**config.mk**
```make
export PLATFORM = sky130hd
export DESIGN_NAME = fmbs_ram
export DESIGN_NICKNAME = d
export VERILOG_FILES = /design/src/rtl/fmbs_ram.sv
export SDC_FILE = /design/constraint.sdc
export NUM_CORES = 1
export LEC_CHECK = 0
export ABC_AREA = 0
export BUFFER_PORTS_ARGS = -buffer_cell sky130_fd_sc_hd__buf_2
export CORE_UTILIZATION = 30
export CTS_CLUSTER_DIAMETER = 60
export DETAILED_ROUTE_END_ITERATION = 10
export HOLD_SLACK_MARGIN = 0.02
export PLACE_DENSITY_LB_ADDON = 0.1
export RECOVER_POWER = 100
export SLEW_MARGIN = 20
export SYNTH_ARGS = -nofsm -noshare
export SYNTH_HDL_FRONTEND = slang
export SYNTH_SLANG_ARGS = --single-unit
```
**constraint.sdc**
```tcl
create_clock -name clk -period 1.9 [get_ports clk]
set_clock_uncertainty 0.15 [all_clocks]
set_input_delay 0.095 -clock clk [delete_from_list [all_inputs] [get_ports clk]]
set_output_delay 0.095 -clock clk [all_outputs]
set_load 0.05 [all_outputs]
```
**src/rtl/fmbs_ram.sv**
```systemverilog
module fmbs_ram #(
  parameter int WIDTH = 8,
  parameter int DEPTH = 16
) (
  input  logic                     clk,
  input  logic                     we,
  input  logic [$clog2(DEPTH)-1:0] waddr,
  input  logic [WIDTH-1:0]         wdata,
  input  logic                     re,
  input  logic [$clog2(DEPTH)-1:0] raddr,
  output logic [WIDTH-1:0]         rdata
);

  logic [WIDTH-1:0] mem [DEPTH];

  always_ff @(posedge clk) begin
    if (we) mem[waddr] <= wdata;
    if (re) rdata <= mem[raddr];
  end

endmodule

```
==> metrics.md <==
| Metric | Value |
|---|---|
| CP required | `1.91 ns` |
| Max Cap Viol | `0` |
| WHS Path Cells | `4` |
| Least-Margin Pin Slew | `0.7616 ns` |
| Yosys warns | `0` |
| Total GRT Usage | `12.95%` |
| CTS tree | `yes` |
| # diodes | `0` |
| Most common cell after layout, fill and taps aside | `edfxtp_1` |
| Final hold violations | `0` |
| Simple-gate share of the synthesized area | `3.135%` |
| Setup-failing EPs final | `0` |
| Min-Delay Path Class | `primary input to register` |
| # rows | `47` |
| Hold WS | `0.2315 ns` |
| Flops & latches, synth | `136` |
| Largest net degree at the start of global routing | `33` |
| DP HPWL | `7193 µm` |
| Buf/Inv on CP | `0` |
| Crit end category | `register` |
| Die X | `134.0 µm` |
| Multiplexer share of the synthesized area | `14.79%` |
| Kind of critical path | `register to register` |
| RSZ-0062 raised after global routing | `no` |
| Syn nets | `248` |
| Maximum VDD drop | `0.6283 mV` |
| P_leak | `2.013 nW` |
| Vias per cell | `4.583` |
| Drt initial violations | `206` |
| CORE AREA | `16,820 µm²` |
| Final worst-path cycle share | `86.32%` |
| CP max FO | `1` |
| Type of origin of the critical path | `register` |
| DR pass1 iterations | `4` |
| Yosys cell types | `18` |
| First-pass GRT wire length | `15,990 µm` |
| Syn Area/Cell | `22.83 µm²` |
| Die footprint | `17,960 µm²` |
| Clock root buffer master | `clkbuf_16` |
| Clock-pin slew of the registers on the worst-case setup and hold paths | `0.05 ns` |
| Routed Antenna Nets | `0` |
| Count of final max-slew check failures | `0` |
| Num CTS Buffers | `17` |
| Critical path depth | `3` |
| Kind of cell adding the most delay to the critical path | `multiplexers` |
| Post-CTS sizing | `0` |
| CTS Sinks | `136` |
| DIE HEIGHT | `134.0 µm` |
| Synth Instances | `229` |
| Cell Area, Synth | `5228 µm²` |
| Status | `completed` |
| Setup TNS | `0 ns` |
| Initial antenna violation count | `0` |
| FMAX | `609.7 MHz` |
| CP Data Arrival Time | `1.65 ns` |
| Worst path cell trace | `mux4_1 > a22oi_1 > nand2_1` |
| Final min period | `1.640 ns` |
| FF-to-FF End | `rdata[2]` |
| Synth Area in Compound Gates | `2.298%` |
| H-tree depth | `4` |
| Power density over cell area | `1061 nW/µm²` |
| Most frequent cells in the layout | `136 x edfxtp_1, 40 x clkbuf_1, 18 x mux4_2` |
| WL/cell | `20.16 µm` |
| Grt ovf | `0` |
| WL final | `10,640 µm` |
| Area Overhead vs Synth | `19.89%` |
| Cell count of the worst reg-to-reg path | `3` |
| Register area share after synthesis | `78.12%` |
| CP Capture Point | `rdata[2]` |
| GP Congestion | `0.6612` |
| CP max stage delay | `0.50 ns` |
| CP startpoint | `mem[10][2]` |
| Largest family of logic cells by synthesized area | `multiplexers` |
| XOR/XNOR share of the synthesized area | `0%` |
| Flop2flop setup slack | `0.26 ns` |
| Max stage delay cell, worst path | `mux4_1` |
| Vias | `2,420` |
| Layout net count | `314` |
| Post-synthesis adder-cell area fraction | `0%` |
| Relative slew slack | `49.23%` |
| Vias in the first global route | `2,504` |
| Worst-case clock buffer depth | `2` |
| Initial core utilization | `31.08%` |
| Power Total | `6.647 mW` |
| # IOs | `27` |
| Number of port buffers | `26` |
| Layout cell share with drive strength beyond 1 | `18.51%` |
| Reg2Reg Launch Point | `mem[10][2]` |
| Drt drc | `0` |
| Skew-Pair Late Insertion Delay | `0.42 ns` |
| Finished Core Util | `37.26%` |
## per-layer routing
layer	routed length (µm)	vias up	track usage, %
met3	255	14	3.175
met5	0	-	0
met1	5100	1254	17.06
met4	214	0	6.439
met2	5074	40	19.98
li1	-	1112	-
## sequential cells by signal, summed over array words and instances (netlist names)
register  cells
mem         128
rdata         8
## Yosys cell counts
cell / n / area [µm²]
edfxtp_1: 136 / 4084
mux4_2: 18 / 405.4
a22oi_1: 16 / 120.1
mux4_1: 14 / 367.9
nor2_1: 13 / 48.80
nand2_1: 9 / 33.78
nor3_1: 4 / 20.02
buf_2: 3 / 15.01
buf_6: 3 / 33.78
clkdlybuf4s25_2: 3 / 30.03
nand2b_1: 2 / 12.51
nand3b_1: 2 / 15.01
and2_1: 1 / 6.260
and2b_1: 1 / 7.510
buf_4: 1 / 7.510
nand3_1: 1 / 5.000
nor2b_1: 1 / 6.260
or3b_2: 1 / 8.760
## kinds of logic after synthesis
family / Yosys count
mux: 32
compound gates: 16
buf+inv: 10
simple gates: 35
flops: 136
## through the flow
step / area, µm² / cells / worst slack, ns
CTS: 6360 / 528 / 0.2583
global route: 6267 / 528 / 0.1937
finish: 6267 / 528 / 0.2600
global placement: 5749 / 487 / 0.04510
detailed placement: 5749 / 487 / 0.05000
floorplan: 5228 / 229 / 0.1621
## worst min path at each step
stage / end / from / slack (ns)
final: rdata[0] / raddr[2] / 0.23
after global routing: mem[4][3] / waddr[0] / 0.27
after CTS: mem[4][6] / waddr[0] / 0.08
after detailed placement: mem[5][5] / wdata[5] / 0.36
after global placement: mem[6][1] / wdata[1] / 0.35
after floorplan: mem[0][0] / wdata[0] / 0.04
## final cells by class
type / instances / area [µm²]
fill: 1594 / 10550
sequential: 136 / 4084
multi-input combinational: 83 / 1057
tap: 220 / 275.3
clock inverter: 13 / 87.58
timing repair buffer: 57 / 330.3
clock buffer: 19 / 432.9
## worst register-to-register path: cells and delay by family (launching register included)
| kind | cells | cell delay (ns) |
|---|---|---|
| muxes | 1 | 0.50 |
| DFF | 1 | 0.36 |
| AOI/OAI and AO/OA | 1 | 0.29 |
| and+or+nand+nor | 1 | 0.08 |
## where the power goes
group	internal [mW]	switching [mW]	leakage (nW)
sequential	3.38	0.0197	1.24
combinational	0.136	0.230	0.508
clock	1.76	1.12	0.268
## repair_timing
action                    CTS  global route
hold endpoints to repair  136             0
buffers inserted            0             0
hold buffers                9             0
(Power assumes the default switching activity.)
